--- config.mk ---
export PLATFORM = sky130hd
export DESIGN_NAME = ps2_host_transceiver
export DESIGN_NICKNAME = d
export VERILOG_FILES = /design/src/p2h_pkg.sv /design/src/p2h_front.sv /design/src/p2h_engine.sv /design/src/ps2_host_transceiver.sv
export SDC_FILE = /design/constraint.sdc
export NUM_CORES = 1
export LEC_CHECK = 0
export BUFFER_PORTS_ARGS = -buffer_cell sky130_fd_sc_hd__buf_2
export CORE_ASPECT_RATIO = 2
export CORE_MARGIN = 3
export CORE_UTILIZATION = 50
export CTS_BUF_LIST = sky130_fd_sc_hd__clkbuf_8
export DETAILED_ROUTE_END_ITERATION = 7
export HOLD_SLACK_MARGIN = 0.02
export PLACE_DENSITY = 0.69
export SYNTH_ARGS = -nofsm -noshare
export SYNTH_HDL_FRONTEND = slang
export SYNTH_SLANG_ARGS = --single-unit
export TNS_END_PERCENT = 10
--- constraint.sdc ---
create_clock -name clock -period 8.75 [get_ports clock]
set_input_delay 0.875 -clock clock [delete_from_list [all_inputs] [get_ports clock]]
set_output_delay 0.875 -clock clock [all_outputs]
set_load 0.02 [all_outputs]
--- src/p2h_pkg.sv ---
// ----------------------------------------------------------------------------
// p2h_pkg
// Shared types and constants for the PS/2 host transceiver.
// ----------------------------------------------------------------------------
`default_nettype none

package p2h_pkg;

   localparam int unsigned CSR_IDX_W           = 4;
   localparam int unsigned CSR_DATA_W          = 16;
   localparam int unsigned QUEUE_DEPTH_DEFAULT = 2;

   localparam logic [CSR_IDX_W-1:0] CSR_RTS_HOLD   = 4'd0;
   localparam logic [CSR_IDX_W-1:0] CSR_DATA_SETUP = 4'd1;

   localparam logic [15:0] RTS_HOLD_RESET   = 16'd150;
   localparam logic [15:0] DATA_SETUP_RESET = 16'd5;
   localparam logic [7:0]  RESEND_CMD       = 8'hFE;
   localparam logic [3:0]  LAST_BIT_COUNT   = 4'd8;

   typedef enum logic [3:0] {
      PH_IDLE      = 4'd0,
      PH_RX_DATA   = 4'd1,
      PH_RX_PAR    = 4'd2,
      PH_RX_STOP   = 4'd3,
      PH_TX_RTS    = 4'd4,
      PH_TX_SETUP  = 4'd5,
      PH_TX_START  = 4'd6,
      PH_TX_BITS   = 4'd7,
      PH_TX_PAR    = 4'd8,
      PH_TX_ACKLO  = 4'd9,
      PH_TX_ACKHI  = 4'd10,
      PH_TX_CLKREL = 4'd11
   } phase_type;

   typedef struct packed {
      logic       action;
      logic [7:0] cmd_byte;
      logic       clk_line;
      logic       data_line;
   } item_type;

   typedef struct packed {
      logic       clk_drive_low;
      logic       data_drive_low;
      logic       rx_valid;
      logic [7:0] rx_byte;
      logic       parity_error;
      logic       busy_res;
      logic       tx_done;
   } rsp_type;

endpackage

`default_nettype wire

--- src/p2h_front.sv ---
// ----------------------------------------------------------------------------
// p2h_front
// Input side: takes items from the request channel and queues them for the
// line engine.
// ----------------------------------------------------------------------------
`default_nettype none

module p2h_front #(
   parameter int unsigned QUEUE_DEPTH = p2h_pkg::QUEUE_DEPTH_DEFAULT
) (
   input  wire logic              clock,
   input  wire logic              reset,
   input  wire logic              req_valid,
   output logic                   req_ready,
   input  wire logic              req_action,
   input  wire logic [7:0]        req_cmd_byte,
   input  wire logic              req_clk_line,
   input  wire logic              req_data_line,
   output logic                   item_valid,
   output p2h_pkg::item_type      item,
   input  wire logic              item_pop
);
   import p2h_pkg::*;

   localparam int unsigned PTR_W = $clog2(QUEUE_DEPTH);
   localparam int unsigned CNT_W = $clog2(QUEUE_DEPTH + 1);
   localparam logic [PTR_W-1:0] PTR_LAST = PTR_W'(QUEUE_DEPTH - 1);
   localparam logic [CNT_W-1:0] CNT_FULL = CNT_W'(QUEUE_DEPTH);
   localparam logic [CNT_W-1:0] CNT_ONE  = CNT_W'(1);

   item_type         entry_ff [QUEUE_DEPTH];
   logic [PTR_W-1:0] wr_ptr_ff, wr_ptr_in;
   logic [PTR_W-1:0] rd_ptr_ff, rd_ptr_in;
   logic [CNT_W-1:0] count_ff, count_in;
   logic             push;
   item_type         req_item;

   assign req_item.action    = req_action;
   assign req_item.cmd_byte  = req_cmd_byte;
   assign req_item.clk_line  = req_clk_line;
   assign req_item.data_line = req_data_line;

   assign req_ready  = (count_ff != CNT_FULL);
   assign push       = req_valid && req_ready;
   assign item_valid = (count_ff != '0);
   assign item       = entry_ff[rd_ptr_ff];

   always_comb begin
      wr_ptr_in = wr_ptr_ff;
      rd_ptr_in = rd_ptr_ff;
      count_in  = count_ff;
      if (push) begin
         wr_ptr_in = (wr_ptr_ff == PTR_LAST) ? '0 : wr_ptr_ff + 1'b1;
      end
      if (item_pop) begin
         rd_ptr_in = (rd_ptr_ff == PTR_LAST) ? '0 : rd_ptr_ff + 1'b1;
      end
      if (push && !item_pop) begin
         count_in = count_ff + CNT_ONE;
      end else if (!push && item_pop) begin
         count_in = count_ff - CNT_ONE;
      end
   end

   always_ff @(posedge clock) begin
      if (reset) begin
         wr_ptr_ff <= '0;
         rd_ptr_ff <= '0;
         count_ff  <= '0;
      end else begin
         wr_ptr_ff <= wr_ptr_in;
         rd_ptr_ff <= rd_ptr_in;
         count_ff  <= count_in;
      end
   end

   always_ff @(posedge clock) begin
      if (push) begin
         entry_ff[wr_ptr_ff] <= req_item;
      end
   end

endmodule

`default_nettype wire

--- src/p2h_engine.sv ---
// ----------------------------------------------------------------------------
// p2h_engine
// Line engine: frame receive, command send with request-to-send, and the
// registered result stage.
// ----------------------------------------------------------------------------
`default_nettype none

module p2h_engine (
   input  wire logic                              clock,
   input  wire logic                              reset,
   input  wire logic                              csr_valid,
   output logic                                   csr_ready,
   input  wire logic [p2h_pkg::CSR_IDX_W-1:0]     csr_index,
   input  wire logic [p2h_pkg::CSR_DATA_W-1:0]    csr_wdata,
   input  wire logic                              item_valid,
   input  wire p2h_pkg::item_type                 item,
   output logic                                   item_pop,
   output logic                                   rsp_valid,
   output p2h_pkg::rsp_type                       rsp,
   input  wire logic                              rsp_ready
);
   import p2h_pkg::*;

   phase_type   phase_ff, phase_in;
   logic [3:0]  bit_count_ff, bit_count_in;
   logic [7:0]  shift_reg_ff, shift_reg_in;
   logic        parity_ff, parity_in;
   logic [15:0] delay_ff, delay_in;
   logic        last_clk_ff, last_clk_in;
   logic [15:0] rts_hold_ff;
   logic [15:0] data_setup_ff;
   logic        rsp_valid_ff, rsp_valid_in;
   rsp_type     rsp_ff, rsp_in;
   logic        fire;

   assign csr_ready = 1'b1;
   assign fire      = item_valid && (!rsp_valid_ff || rsp_ready);
   assign item_pop  = fire;
   assign rsp_valid = rsp_valid_ff;
   assign rsp       = rsp_ff;

   always_comb begin
      logic        fall;
      logic [15:0] delay_inc;
      logic [3:0]  bit_inc;
      rsp_type     res;

      fall          = last_clk_ff && !item.clk_line;
      delay_inc     = delay_ff + 16'd1;
      bit_inc       = bit_count_ff + 4'd1;
      phase_in      = phase_ff;
      bit_count_in  = bit_count_ff;
      shift_reg_in  = shift_reg_ff;
      parity_in     = parity_ff;
      delay_in      = delay_ff;
      last_clk_in   = last_clk_ff;
      rsp_valid_in  = rsp_valid_ff && !rsp_ready;
      rsp_in        = rsp_ff;
      res           = '0;

      unique case (phase_ff)
         PH_IDLE: begin
            if (item.action) begin
               phase_in     = PH_TX_RTS;
               delay_in     = '0;
               shift_reg_in = item.cmd_byte;
               parity_in    = 1'b1;
               bit_count_in = '0;
            end else if (fall && !item.data_line) begin
               phase_in     = PH_RX_DATA;
               bit_count_in = '0;
               shift_reg_in = '0;
               parity_in    = 1'b1;
            end
         end
         PH_RX_DATA: begin
            if (fall) begin
               shift_reg_in = {item.data_line, shift_reg_ff[7:1]};
               parity_in    = parity_ff ^ item.data_line;
               bit_count_in = bit_inc;
               if (bit_inc >= LAST_BIT_COUNT) begin
                  phase_in = PH_RX_PAR;
               end
            end
         end
         PH_RX_PAR: begin
            if (fall) begin
               parity_in = (item.data_line == parity_ff);
               phase_in  = PH_RX_STOP;
            end
         end
         PH_RX_STOP: begin
            if (fall) begin
               if (parity_ff) begin
                  res.rx_valid = 1'b1;
                  res.rx_byte  = shift_reg_ff;
                  phase_in     = PH_IDLE;
                  parity_in    = 1'b1;
               end else begin
                  res.parity_error = 1'b1;
                  phase_in         = PH_TX_RTS;
                  delay_in         = '0;
                  shift_reg_in     = RESEND_CMD;
                  parity_in        = 1'b1;
                  bit_count_in     = '0;
               end
            end
         end
         PH_TX_RTS: begin
            delay_in = delay_inc;
            if (delay_inc >= rts_hold_ff) begin
               phase_in = PH_TX_SETUP;
               delay_in = '0;
            end
         end
         PH_TX_SETUP: begin
            delay_in = delay_inc;
            if (delay_inc >= data_setup_ff) begin
               phase_in = PH_TX_START;
               delay_in = '0;
            end
         end
         PH_TX_START: begin
            if (fall) begin
               phase_in     = PH_TX_BITS;
               bit_count_in = '0;
            end
         end
         PH_TX_BITS: begin
            if (fall) begin
               parity_in    = parity_ff ^ shift_reg_ff[0];
               shift_reg_in = {1'b0, shift_reg_ff[7:1]};
               bit_count_in = bit_inc;
               if (bit_inc >= LAST_BIT_COUNT) begin
                  phase_in = PH_TX_PAR;
               end
            end
         end
         PH_TX_PAR: begin
            if (fall) begin
               phase_in = PH_TX_ACKLO;
            end
         end
         PH_TX_ACKLO: begin
            if (!item.data_line) begin
               phase_in = PH_TX_ACKHI;
            end
         end
         PH_TX_ACKHI: begin
            if (item.data_line) begin
               phase_in = PH_TX_CLKREL;
            end
         end
         PH_TX_CLKREL: begin
            if (item.clk_line) begin
               res.tx_done = 1'b1;
               phase_in    = PH_IDLE;
               parity_in   = 1'b1;
            end
         end
         default: begin
            phase_in = PH_IDLE;
         end
      endcase

      last_clk_in = item.clk_line;

      unique case (phase_in)
         PH_TX_RTS: begin
            res.clk_drive_low = 1'b1;
         end
         PH_TX_SETUP: begin
            res.clk_drive_low  = 1'b1;
            res.data_drive_low = 1'b1;
         end
         PH_TX_START: begin
            res.data_drive_low = 1'b1;
         end
         PH_TX_BITS: begin
            res.data_drive_low = !shift_reg_in[0];
         end
         PH_TX_PAR: begin
            res.data_drive_low = !parity_in;
         end
         default: begin
         end
      endcase
      res.busy_res = (phase_in != PH_IDLE);

      if (fire) begin
         rsp_valid_in = 1'b1;
         rsp_in       = res;
      end else begin
         phase_in     = phase_ff;
         bit_count_in = bit_count_ff;
         shift_reg_in = shift_reg_ff;
         parity_in    = parity_ff;
         delay_in     = delay_ff;
         last_clk_in  = last_clk_ff;
      end
   end

   always_ff @(posedge clock) begin
      if (reset) begin
         phase_ff     <= PH_IDLE;
         bit_count_ff <= '0;
         shift_reg_ff <= '0;
         parity_ff    <= 1'b1;
         delay_ff     <= '0;
         last_clk_ff  <= 1'b1;
         rsp_valid_ff <= 1'b0;
      end else begin
         phase_ff     <= phase_in;
         bit_count_ff <= bit_count_in;
         shift_reg_ff <= shift_reg_in;
         parity_ff    <= parity_in;
         delay_ff     <= delay_in;
         last_clk_ff  <= last_clk_in;
         rsp_valid_ff <= rsp_valid_in;
      end
   end

   always_ff @(posedge clock) begin
      rsp_ff <= rsp_in;
   end

   always_ff @(posedge clock) begin
      if (reset) begin
         rts_hold_ff   <= RTS_HOLD_RESET;
         data_setup_ff <= DATA_SETUP_RESET;
      end else if (csr_valid && csr_ready) begin
         if (csr_index == CSR_RTS_HOLD) begin
            rts_hold_ff <= csr_wdata;
         end
         if (csr_index == CSR_DATA_SETUP) begin
            data_setup_ff <= csr_wdata;
         end
      end
   end

endmodule

`default_nettype wire

--- src/ps2_host_transceiver.sv ---
// ----------------------------------------------------------------------------
// ps2_host_transceiver
// PS/2 host line engine: receives device frames, sends command bytes.
// ----------------------------------------------------------------------------
// Each request item is one tick of line samples (plus an optional send
// command) and yields exactly one response item with the line drives and
// status for that tick. Items flow at one per clock when nothing stalls: a
// QUEUE_DEPTH-entry queue feeds the line engine, which steps once per item
// and registers its result, so each request is held in the queue register
// and then in the response register before its response is presented.
// Register writes on the csr_ channel are never stalled.
`default_nettype none

module ps2_host_transceiver #(
   parameter int unsigned QUEUE_DEPTH = p2h_pkg::QUEUE_DEPTH_DEFAULT
) (
   input  wire logic                              clock,
   input  wire logic                              reset,
   input  wire logic                              csr_valid,
   output logic                                   csr_ready,
   input  wire logic [p2h_pkg::CSR_IDX_W-1:0]     csr_index,
   input  wire logic [p2h_pkg::CSR_DATA_W-1:0]    csr_wdata,
   input  wire logic                              req_valid,
   output logic                                   req_ready,
   input  wire logic                              req_action,
   input  wire logic [7:0]                        req_cmd_byte,
   input  wire logic                              req_clk_line,
   input  wire logic                              req_data_line,
   output logic                                   rsp_valid,
   input  wire logic                              rsp_ready,
   output logic                                   rsp_clk_drive_low,
   output logic                                   rsp_data_drive_low,
   output logic                                   rsp_rx_valid,
   output logic [7:0]                             rsp_rx_byte,
   output logic                                   rsp_parity_error,
   output logic                                   rsp_busy_res,
   output logic                                   rsp_tx_done
);
   import p2h_pkg::*;

   item_type item;
   logic     item_valid;
   logic     item_pop;
   rsp_type  rsp;

   p2h_front #(
      .QUEUE_DEPTH (QUEUE_DEPTH)
   ) u_front (
      .clock         (clock),
      .reset         (reset),
      .req_valid     (req_valid),
      .req_ready     (req_ready),
      .req_action    (req_action),
      .req_cmd_byte  (req_cmd_byte),
      .req_clk_line  (req_clk_line),
      .req_data_line (req_data_line),
      .item_valid    (item_valid),
      .item          (item),
      .item_pop      (item_pop)
   );

   p2h_engine u_engine (
      .clock      (clock),
      .reset      (reset),
      .csr_valid  (csr_valid),
      .csr_ready  (csr_ready),
      .csr_index  (csr_index),
      .csr_wdata  (csr_wdata),
      .item_valid (item_valid),
      .item       (item),
      .item_pop   (item_pop),
      .rsp_valid  (rsp_valid),
      .rsp        (rsp),
      .rsp_ready  (rsp_ready)
   );

   assign rsp_clk_drive_low  = rsp.clk_drive_low;
   assign rsp_data_drive_low = rsp.data_drive_low;
   assign rsp_rx_valid       = rsp.rx_valid;
   assign rsp_rx_byte        = rsp.rx_byte;
   assign rsp_parity_error   = rsp.parity_error;
   assign rsp_busy_res       = rsp.busy_res;
   assign rsp_tx_done        = rsp.tx_done;

endmodule

`default_nettype wire

Yosys cells after proc, flatten, opt, wreduce, memory -nomap -nowiden
Memories as Yosys holds them, arrays and structs flattened. A register that Yosys moved wholly into a read port is not among the register bits. Index checks and enable logic that the tools add are counted.

Bits in registers: 85. Latch bits: 0. Bits in writable memories: 22. Bits in read-only memories: 0. Memories: 1.

$add $sub $neg: 6. Multiply operators: 0. Div/mod/pow operators: 0. Order comparisons: 3. Eq/ne operators: 27. Shifts and indexed selects: 0. Multiplexer cells: 59. Bitwise operators: 2. Reductions and logical operators: 34.

Memory list: u_front.entry_ff (depth 2, width 11, read ports 1, clocked after memory_dff 1, wr ports 1, line p2h_front.sv:31) `item_type entry_ff [QUEUE_DEPTH];`.

Operator list (count): 4-bit two-way mux (21); 16-bit two-way mux (5); 16-bit one-hot mux with 4 select lines (1); 8-bit two-way mux (6); 4-bit one-hot mux with 12 select lines (1); 4-bit by 3-bit == test with 1-bit output, second input constant (8); 16-bit >= comparator (2); 8-bit one-hot mux with 4 select lines (1); 4-bit == test, second input constant (5); 1-bit two-way mux (17); 16-bit by 1-bit adder with 16-bit output, second input constant (1); 4-bit one-hot mux with 4 select lines (1); 4-bit nonzero test (4); 7-bit AND reduction (2); 2-bit by 1-bit inequality test with 1-bit output, second input constant (5); 9-bit two-way mux (1); 4-bit by 1-bit == test with 1-bit output, second input constant (2); 4-bit by 2-bit == test with 1-bit output, second input constant (2); 1-bit zero test (8); 4-bit zero test (2); 1-bit logical AND (7); 2-bit inequality test, second input constant (3); 1-bit one-hot mux with 6 select lines (1); 2-bit AND reduction (3); other kinds (16) (22).

Logic depth before layout (Yosys ltp)
Gate-level depths: netlist of run 1.

Word-level depth: 9. Gate-level depth with buffers: 15. Depth with buffers taken out: 15.

Cells and area by module
From an unflattened synthesis of run 1, not the netlist that was laid out.

Cells, all modules: 610. Area total of the unflattened synthesis: 5751.8 um2.

By module, submodules not included: p2h_engine (instances 1, cells each 552, area an instance 4733.3 um2, seq. area each 1761.7 um2); p2h_front (instances 1, cells each 58, area an instance 1018.5 um2, seq. area each 760.7 um2).

Worst setup path after synthesis of run 1
No wires, ideal clock.

Path type: flip-flop to flip-flop. Start point: register u_engine.delay_ff[0]. End point: register u_engine.rsp_ff (netlist bit u_engine.rsp[12]) (data pin). Arrival time: 3.089 ns. Path slack: 5.400 ns. Cell stages (with the launch flop): 15. Period minus slack after synthesis: 3.350 ns. Cell sequence: dfxtp_1 > and3_1 > nand3_1 > inv_1 > nand3_1 > nor3_1 > xor2_1 > ha_1 > nand4_1 > or4_1 > o22a_1 > and3_1 > o221ai_1 > and3_1 > a211oi_1.

Cells in the longest elaborated chain, start to end: 7. Elaborated cells on any way between the ends: 12. Those cells by class: add/sub (1); order compare (2); eq/ne (4); mux (4); reduce/logical (1).

Ends and longest elaborated chain: from (decl) (line p2h_engine.sv:28) `logic [15:0] delay_ff, delay_in;`; from (signal assigned) (line p2h_engine.sv:217) `delay_ff <= delay_in;`; 16-bit by 1-bit adder with 16-bit output * (line p2h_engine.sv:49) `delay_inc = delay_ff + 16'd1;`; 16-bit >= comparator (on tied branches) (line p2h_engine.sv:118, p2h_engine.sv:111); 4-bit two-way mux (on tied branches) (line p2h_engine.sv:118, p2h_engine.sv:111); 4-bit one-hot mux with 12 select lines * (line p2h_engine.sv:61) `unique case (phase_ff)`; 4-bit by 3-bit == test with 1-bit output (line p2h_engine.sv:168) `unique case (phase_in)`; 2-bit OR reduction (no line); 1-bit one-hot mux with 3 select lines * (line p2h_engine.sv:168); to (signal assigned) (line p2h_engine.sv:224) `rsp_ff <= rsp_in;`; to (decl) (line p2h_engine.sv:33) `rsp_type rsp_ff, rsp_in;`.

Mark *: on every way between the ends. The rest lies on a longest branch, timed or not. A chain may end at the register's enable or synchronous reset.

Worst setup path in the final report of run 1
Ends and elaborated chain as after synthesis.

==> results of run 1 <==
synthesized netlist by cell type, drive strengths merged, types with 2 or more instances:
| master | n |
|---|---|
| nand3 | 18 |
| nand2b | 8 |
| nor2b | 4 |
| nor3b | 2 |
| and2 | 11 |
| o21ai | 21 |
| buf | 8 |
| o22ai | 2 |
| o211a | 2 |
| nor4 | 2 |
| a211oi | 10 |
| and3 | 8 |
| nand3b | 3 |
| or3 | 3 |
| ha | 36 |
| nand2 | 96 |
| nand4 | 6 |
| clkinv | 2 |
| a31oi | 5 |
| edfxtp | 36 |
| mux2i | 12 |
| xnor2 | 9 |
| a32o | 11 |
| o31ai | 5 |
| or4 | 3 |
| nor3 | 13 |
| o21a | 5 |
| a21o | 9 |
| nor2 | 46 |
| clkbuf | 20 |
| a21oi | 56 |
| dfxtp | 72 |
| inv | 44 |
| o211ai | 9 |
| xor2 | 9 |
| a221oi | 2 |
flip-flops by register name, summed over array words and instances, names as in the netlist, named ones only:
name / cells
u_front.entry_ff: 22
u_engine.data_setup_ff: 16
u_engine.delay_ff: 16
u_engine.rts_hold_ff: 16
u_engine.rsp: 14
u_engine.shift_reg_ff: 8
u_engine.bit_count_ff: 4
u_engine.phase_ff: 4
u_front.count_ff: 2
u_engine.last_clk_ff: 1
u_engine.parity_ff: 1
u_engine.rsp_valid: 1
u_front.rd_ptr_ff: 1
u_front.wr_ptr_ff: 1
stage by stage:
stage               hold WS (ns)  worst slack [ns]  instance area [µm²]  utilization (%)
floorplan                  0.436              5.40                 5580                -
CTS                        0.466              4.84                 6140             56.4
finish                     0.461              4.85                 6140             56.4
global route               0.481              4.43                 6140             56.4
detailed placement         0.449              4.88                 5930             54.5
global placement           0.445              4.89                 5930             54.5
metal layers:
layer,track usage (%),routed length [µm]
met5,0,0
met1,21.6,4670
met4,14.5,658
met2,41.5,7390
met3,3.01,409
kinds of logic after synthesis:
logic type      Yosys count  synth area share [%]
flops                   108                  45.2
compound gates          148                  17.4
xor+xnor                 18                  2.82
mux                      13                  2.58
other cells               1                0.0672
simple gates            224                  18.5
buf+inv                  74                  5.42
fa+ha+maj                36                  8.07
final cells by class:
| type | instances | area [µm²] |
|---|---|---|
| multi-input combinational | 440 | 2770 |
| clock buffer | 9 | 124 |
| timing repair buffer | 56 | 293 |
| inverter | 46 | 173 |
| fill | 1016 | 4740 |
| tap | 140 | 175 |
| clock inverter | 7 | 85.1 |
| sequential | 108 | 2520 |
power breakdown:
| part | switching, W | internal (W) | leakage, nW |
|---|---|---|---|
| registers | 0.0000807 | 0.000611 | 0.927 |
| clock network | 0.000199 | 0.000116 | 0.103 |
| logic | 0.000352 | 0.000195 | 1.39 |
worst max-delay path, delay by kind of cell (launching register included):
family / cells / cell delay [ns]
flip-flops: 1 / 0.45
AND/OR/NAND/NOR: 8 / 1.86
XOR/XNOR: 1 / 0.15
AO/OA/AOI/OAI: 3 / 0.83
adder cells (fa/ha/maj): 1 / 0.35
buffers and inverters: 1 / 0.09
path summary, 6_finish.rpt:
kind	from	end	slack [ns]	cells past startpoint
worst max-delay path	u_engine.delay_ff[0]$_SDFFE_PP0P_	u_engine.rsp[12]$_DFFE_PP_	4.85	14
worst min-delay path	u_engine.data_setup_ff[10]$_SDFFE_PP0P_	u_engine.data_setup_ff[10]$_SDFFE_PP0P_	0.46	2
worst max register to register	u_engine.delay_ff[0]$_SDFFE_PP0P_	u_engine.rsp[12]$_DFFE_PP_	4.85	14
worst min register to register	u_engine.data_setup_ff[10]$_SDFFE_PP0P_	u_engine.data_setup_ff[10]$_SDFFE_PP0P_	0.46	2
==> impl_metrics.yaml, run 1 <==
clock_tree:
  post_cts_buffers: 0
  cts_hold_buf: 0
  cts-buffers-inserted: 9
  cts_tree: "yes"
  clock_latency_ns: 0.39
  cts_sinks: 108
  cts_resized: 0
  cts_root_buf: "clkbuf_8"
  cts_max_level: 3
  path_clk_slew_ns: 0.12
  clockBufferDepth: 2
drt:
  drtAntennaViolNets: 0
  vias_per_cell: 5.75
  vias: 4632
  wl_per_cell_um: 16.3
  wl_um: 13100
  drt-initial-drc-count: 231
  drcViolationCount: 0
  drt_first_pass_iters: 4
final_layout:
  final_layout_size_suffix_gt1_share_pct: 12.3
  final_common_cell: "nand2_1"
  insertedDiodeCount: 0
  layout_common_cells: "95 x nand2_1, 72 x dfxtp_1, 55 x a21oi_1, 51 x buf_2, 45 x nor2_1"
  syn2layout_area_growth_pct: 9.90
  fin_cells: 806
  nets: 733
grt:
  grt_use_total_pct: 22.1
  grt_pass1_vias: 4670
  antenna_found_initial: 0
  grt_pass1_wl_um: 21300
  grt_max_degree: 51
  grt_overflow: 0
synth:
  ys_types: 59
  synth_area_leader_cell: "dfxtp_1"
  async_reset_ff_share_pct: 0
  ys_ff_latch: 108
  synth_edf_count: 36
  syn_area_per_cell_um2: 8.98
  yosys.area.top_type_share_pct: 25.8
  syn_inst: 622
  yosysWarnings: 0
  synth_area_leaders: "dfxtp_1 26%, edfxtp_1 19%, ha_1 8.1%"
  yosysSeqAreaShare_pct: 45.2
  syn_area_um2: 5580
  syn_nets: 694
  synthFlopType: "dfxtp_1"
floorplanning:
  design.core.area_um2: 10900
  initial_core_util_pct: 51.3
  die_h_um: 155
  die_w_um: 80.7
  die_area_um2: 12500
  num_rows: 54
  ios: 53
outcome:
  status: "finished clean"
critical_path:
  worstPathCellList: "and3_1 -> nand3_1 -> inv_1 -> nand3_1 -> nor3_1 -> xor2_1 -> ha_1 -> nand4_1 -> or4_1 -> o22a_1 -> and3_1 -> o221ai_1 -> nor2_1 -> a211oi_1"
  crit_slowest_cell: "or4_1"
  path_class: "flip-flop to flip-flop"
  cp-end-kind: "flip-flop"
  critPathLaunchType: "flip-flop"
  critical-path-max-stage-delay_ns: 0.55
  arrival_ns: 4.13
  cp_data_required_time_ns: 8.97
  crit_fanout: 7
worst_hold_path:
  hp-class: "flip-flop to flip-flop"
timing:
  skew_ns: 0.0177
  min_period_ns: 3.90
  fin_crit_sh_pct: 44.6
  grt_setup_unrepaired: "false"
  setup_viol: 0
  fmax_mhz: 256
  slew-limit-headroom_pct: 40.6
  worst_pin_slew_ns: 0.888
  final_max_slew_viol_count: 0
  tns_ns: 0
  finalHoldViolCount: 0
power:
  leakagePower_nw: 2.42
  power_density_nw_per_um2: 253
  p_total_w: 0.00156
  vdd.ir_drop.worst_uv: 220
place:
  gp_congestion: 0.882
  dp_hpwl_um: 9890
  io_buffer_count: 51
  dp.cells: 790
flow_run:
  drv_cap: 0
(Power assumes the default switching activity.)
==> inputs of run 2 (changes only) <==
--- a/config.mk
+++ b/config.mk
@@ -12,7 +12,7 @@
 export CTS_BUF_LIST = sky130_fd_sc_hd__clkbuf_8
 export DETAILED_ROUTE_END_ITERATION = 7
 export HOLD_SLACK_MARGIN = 0.02
-export PLACE_DENSITY = 0.69
+export PLACE_DENSITY = 0.72
 export SYNTH_ARGS = -nofsm -noshare
 export SYNTH_HDL_FRONTEND = slang
 export SYNTH_SLANG_ARGS = --single-unit
==> constraint.sdc (replaced) <==
create_clock -name clock -period 3.5 [get_ports clock]
set_input_delay 0.35 -clock clock [delete_from_list [all_inputs] [get_ports clock]]
set_output_delay 0.35 -clock clock [all_outputs]
set_load 0.02 [all_outputs]
==> run 2 against run 1 <==
Compared with the run above:
- sequential cell count unchanged
- sequential power rose by 150%
- first-iteration DRC count grew 31%
- hold slack worse by 0.31 ns
- clock-buffer cell count unchanged
- cell count rose by 2.0%
- via count up 2.9%
- total power grew to 2.5 times the previous value
- routed wire length rose by 5.1%
- setup slack worse by 4.7 ns
==> impl_metrics.yaml, run 2 (synthesis gave the netlist of run 1 again) <==
outcome:
  status: "finished clean"
final_layout:
  syn2layout_area_growth_pct: 14.3
  insertedDiodeCount: 0
  layout_common_cells: "94 x nand2_1, 65 x dfxtp_1, 55 x a21oi_1, 51 x buf_2, 43 x inv_1"
  final_layout_size_suffix_gt1_share_pct: 18.2
  largest_reg_flops: 22
  final_util_pct: 58.7
  fin_cells: 822
  regMostFlops: "u_front.entry_ff"
  final_common_cell: "nand2_1"
  nets: 749
  final_cell_area_um2: 6380
grt:
  grt_use_total_pct: 22.6
  gr-usage-met1_pct: 20.7
  grt_max_degree: 31
  antenna_found_initial: 0
  grt_util_met3_pct: 3.65
  use_met2_pct: 43.1
  grt_pass1_wl_um: 21700
  busiest_layer: "met2"
  grt_overflow: 0
  grt_pass1_vias: 4735
place:
  io_buffer_count: 51
  dp.cells: 804
  dp_hpwl_um: 10500
  gp_congestion: 0.923
  place_area_um2: 6030
critical_path:
  crit_fanout: 5
  cp-end-kind: "flip-flop"
  r2r_start: "u_engine.delay_ff[1]$_SDFFE_PP0P_"
  cp_data_required_time_ns: 3.64
  r2r_end: "u_engine.rsp[12]$_DFFE_PP_"
  critPathLaunchType: "flip-flop"
  reg2regPathDepth: 14
  arrival_ns: 3.49
  r2r_slack_ns: 0.16
  path_class: "flip-flop to flip-flop"
clock_tree:
  clock_latency_ns: 0.39
  cts-buffers-inserted: 9
  cts_max_level: 3
  cts_hold_buf: 0
  cts_tree: "yes"
  cts_sinks: 108
  path_clk_slew_ns: 0.11
  cts_root_buf: "clkbuf_8"
  clockBufferDepth: 2
floorplanning:
  die_area_um2: 12500
  design.core.area_um2: 10900
  die_w_um: 80.7
  num_rows: 54
  die_h_um: 155
  ios: 53
  initial_core_util_pct: 51.3
drt:
  wl_um: 13800
  vias: 4767
  drt-initial-drc-count: 302
  drtAntennaViolNets: 0
  wl_per_cell_um: 16.8
  vias_per_cell: 5.80
  drcViolationCount: 0
  drt_first_pass_iters: 5
power:
  power_density_nw_per_um2: 620
  leakagePower_nw: 2.51
  vdd.ir_drop.worst_uv: 463
  p_total_w: 0.00396
flow_run:
  drv_cap: 0
timing:
  setup_viol: 0
  min_period_ns: 3.34
  final_max_slew_viol_count: 0
  worst_pin_slew_ns: 0.889
  finalHoldViolCount: 0
  fin_crit_sh_pct: 95.5
  fmax_mhz: 299
  skew_ns: 0.0167
  slew-limit-headroom_pct: 40.5
worst_hold_path:
  worstHoldStart: "req_cmd_byte[4]"
  hp-class: "input port to flip-flop"
  min_path_cells: 1
  hold-path-endpoint: "u_front.entry_ff[1][6]$_DFFE_PP_"
[run 2: changes by cell type in the layout (fill, tap and decap cells not counted), moves of 3 or more]
cell	previous run	this run
buf_4	5	21
dfxtp_1	72	65
dfxtp_2	0	5
nand3_1	18	14
nand3_2	0	3
nor2_1	45	42
[run 2: final cells by class]
cell class	count	area, µm²
Sequential cell	108	2540
Clock inverter	7	70.1
Clock buffer	9	124
Tap cell	140	175
Multi-Input combinational cell	440	2890
Fill cell	953	4500
Timing Repair Buffer	72	413
Inverter	46	173
[run 2: how the worst max path moves through the flow]
stage                                 startpoint                                 to  slack, ns
6_report       u_engine.delay_ff[1]$_SDFFE_PP0P_         u_engine.rsp[12]$_DFFE_PP_       0.16
3_5_place_dp   u_engine.delay_ff[4]$_SDFFE_PP0P_         u_engine.rsp[12]$_DFFE_PP_      -0.06
4_1_cts        u_engine.delay_ff[4]$_SDFFE_PP0P_  u_engine.delay_ff[2]$_SDFFE_PP0P_       0.04
5_1_grt        u_engine.delay_ff[0]$_SDFFE_PP0P_         u_engine.rsp[12]$_DFFE_PP_      -0.07
2_1_floorplan  u_engine.delay_ff[0]$_SDFFE_PP0P_         u_engine.rsp[12]$_DFFE_PP_       0.15
3_3_place_gp   u_engine.delay_ff[4]$_SDFFE_PP0P_         u_engine.rsp[12]$_DFFE_PP_       0.08
[run 2: worst max-delay path, stage by stage (launching register included)]
cell and delay [ns]:
dfxtp_4 0.39, and3_1 0.18, nand3_2 0.09, inv_2 0.08, nand3_4 0.12, nor3_4 0.22
xor2_1 0.10, ha_1 0.32, nand4_1 0.13, or4_1 0.54, o22a_1 0.22, and3_1 0.18
o221ai_2 0.24, and3_1 0.22, a211oi_2 0.05
[run 2: metrics by stage]
stage | hold WS (ns) | TNS (ns) | setup slack (ns)
after floorplan | 0.436 | 0 | 0.150
after global placement | 0.443 | 0 | 0.0759
after detailed placement | 0.451 | -0.0600 | -0.0600
after CTS | 0.136 | 0 | 0.0438
after global routing | 0.126 | -0.0667 | -0.0667
final | 0.146 | 0 | 0.157
[run 2: repair_timing]
| action | 4_1_cts | 5_1_grt |
|---|---|---|
| setup buffers | 0 | 2 |
| endpoints found under the setup margin | 2 | 17 |
| gates resized for setup | 4 | 30 |
| pin swaps | 0 | 11 |
[run 2: power by group]
group | switching [W] | internal (W)
Sequential | 0.000168 | 0.00153
Clock | 0.000462 | 0.000275
Combinational | 0.000974 | 0.000552
[run 2: metal layers]
metal  vias up  part of all wire (%)  routed length [µm]
met5         -                     0                   0
met4         0                   6.0                 821
met3        63                   3.8                 525
met2       145                    56                7690
met1      2254                    34                4750
li1       2305                     -                   -
==> inputs of run 3 (changes only) <==
--- a/config.mk
+++ b/config.mk
@@ -5,6 +5,7 @@
 export SDC_FILE = /design/constraint.sdc
 export NUM_CORES = 1
 export LEC_CHECK = 0
+export ABC_AREA = 1
 export BUFFER_PORTS_ARGS = -buffer_cell sky130_fd_sc_hd__buf_2
 export CORE_ASPECT_RATIO = 2
 export CORE_MARGIN = 3
==> run 3 against run 2 <==
Compared with the run above:
- via count is 5.6% higher
- first-iteration DRC count is 27% lower
- largest cell class unchanged
- utilization is 1.6 points lower
- non-clock buffer count is 12 lower
- synthesized cell count is 20% higher
- cell count is 14% higher
- sequential power hardly changed
- critical path depth is 4 higher
- fmax is 7.3% higher
- die area is 5.5% higher
- largest power group is now combinational logic
- sequential cell count stayed put
==> impl_metrics.yaml, run 3 <==
outcome:
  status: "finished clean"
synth:
  syn_inst: 744
  synth_area_leaders: "dfxtp_1 24%, edfxtp_1 18%, nand2_1 8.7%"
  synth_mux_area_share_pct: 0.169
  yosys.area.top_type_share_pct: 24.4
  syn_area_per_cell_um2: 7.95
  syn_area_um2: 5910
  synth_xor_area_share_pct: 1.63
  synth_edf_count: 36
  syn_nets: 816
  ys_ff_latch: 108
  synth_top_family_by_area: "simple AND/OR/NAND/NOR gates"
  synth_area_leader_cell: "dfxtp_1"
  synth.most_common_cell: "nand2_1"
  synthFlopType: "dfxtp_1"
  yosysSeqAreaShare_pct: 42.7
  ys_top_cells_by_count: "137 x nand2_1, 94 x inv_1, 75 x nor2_1, 72 x dfxtp_1, 71 x a21oi_1"
  async_reset_ff_share_pct: 0
  synthSimpleGateAreaFrac_pct: 23.7
  synth_adder_area_share_pct: 7.62
  synth_compound_area_share_pct: 15.4
  ys_types: 48
  yosysWarnings: 0
drt:
  wl_per_cell_um: 15.3
  vias: 5033
  drt-initial-drc-count: 220
  drcViolationCount: 0
  drt_first_pass_iters: 5
  drtAntennaViolNets: 0
  wl_um: 14400
  vias_per_cell: 5.35
final_layout:
  final_util_pct: 57.1
  syn2layout_area_growth_pct: 10.3
  largest_reg_flops: 22
  nets: 865
  final_layout_size_suffix_gt1_share_pct: 16.8
  final_common_cell: "nand2_1"
  insertedDiodeCount: 0
  regMostFlops: "u_front.entry_ff"
  layout_common_cells: "137 x nand2_1, 94 x inv_1, 74 x nor2_1, 72 x dfxtp_1, 71 x a21oi_1"
power:
  power.switching_w: 0.00208
  swShare_pct: 45.5
  leakagePower_nw: 2.88
  p_seq_share_pct: 37.4
  combPwrFrac_pct: 45.5
  clockPowerShare_pct: 17.1
  internal_power_w: 0.00249
  power_density_nw_per_um2: 702
  vdd.ir_drop.worst_uv: 370
timing:
  tns_ns: 0
  fmax_mhz: 321
  finalHoldViolCount: 0
  grt_setup_unrepaired: "false"
  setup_viol: 0
  min_period_ns: 3.12
  fin_crit_sh_pct: 89.1
  slew-limit-headroom_pct: 17.5
  worst_pin_slew_ns: 1.24
  skew_ns: 0.0156
  final_max_slew_viol_count: 0
  worst_slack_ns: 0.383
flow_run:
  drv_cap: 0
clock_tree:
  clockBufferDepth: 2
  cts_max_level: 3
  cts-buffers-inserted: 9
  cts_tree: "yes"
  post_cts_buffers: 0
  clock_latency_ns: 0.39
  cts_root_buf: "clkbuf_8"
  path_clk_slew_ns: 0.12
  cts_sinks: 108
grt:
  grt_use_total_pct: 22.1
  antenna_found_initial: 0
  grt_max_degree: 44
  grt_pass1_wl_um: 23500
  grt_pass1_vias: 5062
  grt_overflow: 0
floorplanning:
  ios: 53
  initial_core_util_pct: 51.8
  die_h_um: 160
  design.core.area_um2: 11400
  die_area_um2: 13200
  die_w_um: 82.9
  num_rows: 55
place:
  pre_cts_slack_ns: 0.371
  dp_hpwl_um: 11500
  gp_congestion: 0.925
  io_buffer_count: 51
critical_path:
  r2r_start: "u_engine.delay_ff[0]$_SDFFE_PP0P_"
  crit_fanout: 16
  reg2regPathDepth: 18
  cp-end-kind: "flip-flop"
  cp_data_required_time_ns: 3.76
  r2r_end: "u_engine.delay_ff[0]$_SDFFE_PP0P_"
  arrival_ns: 3.38
  critPathLaunchType: "flip-flop"
  r2r_slack_ns: 0.38
  path_class: "flip-flop to flip-flop"
worst_hold_path:
  worstHoldStart: "req_cmd_byte[5]"
  hp-class: "input port to flip-flop"
  hold-path-endpoint: "u_front.entry_ff[1][7]$_DFFE_PP_"
  min_path_cells: 1
==> run 3: cell count changes after synthesis, moves of 9 or more <==
cell / before / now
inv_1: 44 / 94
nand2_1: 95 / 137
o21ai_0: 20 / 55
nor2_1: 45 / 75
a21oi_1: 55 / 71
a32o_1: 11 / 0
and2_1: 11 / 0
nand4_1: 6 / 17
a211oi_1: 10 / 0
mux2i_1: 11 / 1
a21o_1: 9 / 0
nor3_1: 13 / 4
==> run 3: area by class of cell <==
cell class	instances	area, µm²
Clock buffer	9	124
Clock inverter	7	86.3
Fill cell	1115	4900
Inverter	105	407
Multi-Input combinational cell	509	2880
Sequential cell	108	2520
Tap cell	142	178
Timing Repair Buffer	60	323
==> run 3: cells by family (layout without fill, tap and decap cells) <==
group / after synthesis / in the layout
xor gates and xnor gates: 11 / 11
adders and majority gates: 36 / 36
DFF: 108 / 108
and+or+nand+nor: 298 / 298
buffers and inverters: 127 / 181
AOI/OAI and AO/OA: 162 / 162
muxes: 1 / 1
other: 1 / 1
==> run 3: how the worst max path moves through the flow <==
stage	cells past startpoint	end	start	slack, ns
floorplan	17	u_engine.delay_ff[11]$_SDFFE_PP0P_	u_engine.delay_ff[0]$_SDFFE_PP0P_	0.77
global route	18	u_engine.delay_ff[0]$_SDFFE_PP0P_	u_engine.delay_ff[0]$_SDFFE_PP0P_	0.05
finish	18	u_engine.delay_ff[0]$_SDFFE_PP0P_	u_engine.delay_ff[0]$_SDFFE_PP0P_	0.38
detailed placement	17	u_engine.delay_ff[0]$_SDFFE_PP0P_	u_engine.delay_ff[0]$_SDFFE_PP0P_	0.37
CTS	17	u_engine.delay_ff[0]$_SDFFE_PP0P_	u_engine.delay_ff[0]$_SDFFE_PP0P_	0.34
global placement	18	u_engine.rsp[12]$_DFFE_PP_	u_engine.delay_ff[0]$_SDFFE_PP0P_	0.45
==> run 3: per-stage QoR <==
step	power [W]	std cells	instance area [µm²]	hold WS [ns]
4_1_cts	0.00461	940	6520	0.126
6_report	0.00458	940	6520	0.142
5_1_grt	0.00491	940	6520	0.128
2_1_floorplan	0.00331	744	5910	0.426
3_5_place_dp	0.00382	924	6310	0.451
3_3_place_gp	0.00379	924	6310	0.437
==> run 3: power by group through the flow <==
stage | combinational [W] | sequential (W) | clock (W)
after detailed placement | 0.00208 | 0.00174 | 0
after CTS | 0.00209 | 0.00171 | 0.000804
after global placement | 0.00206 | 0.00173 | 0
final | 0.00208 | 0.00171 | 0.000784
after floorplan | 0.00152 | 0.00179 | 0
after global routing | 0.00232 | 0.00174 | 0.000846
==> run 3: critical path: stages (launching register included) <==
cell     delay, ns
dfxtp_1       0.44
ha_1          0.22
nand3_1       0.13
nor2_1        0.11
nand2_1       0.09
inv_1         0.08
nand2_1       0.07
nor3_1        0.18
xor2_1        0.21
inv_1         0.11
ha_1          0.28
nand2_1       0.07
nor4_1        0.31
nand2_1       0.12
nand2_1       0.11
o21ai_2       0.05
buf_4         0.19
a22oi_1       0.15
nor2_1        0.06
==> run 3: routing by layer <==
layer / global-route usage [%] / routed length [µm] / vias up
li1: - / - / 2556
met2: 46.1 / 8700 / 88
met3: 2.58 / 289 / 28
met4: 11.3 / 520 / 0
met5: 0 / 0 / -
met1: 19.7 / 4900 / 2361
==> run 3: timing repair <==
action | CTS | global route
resized for setup | 0 | 1
endpoints found under the setup margin | 0 | 2
hold buffers | 0 | 0
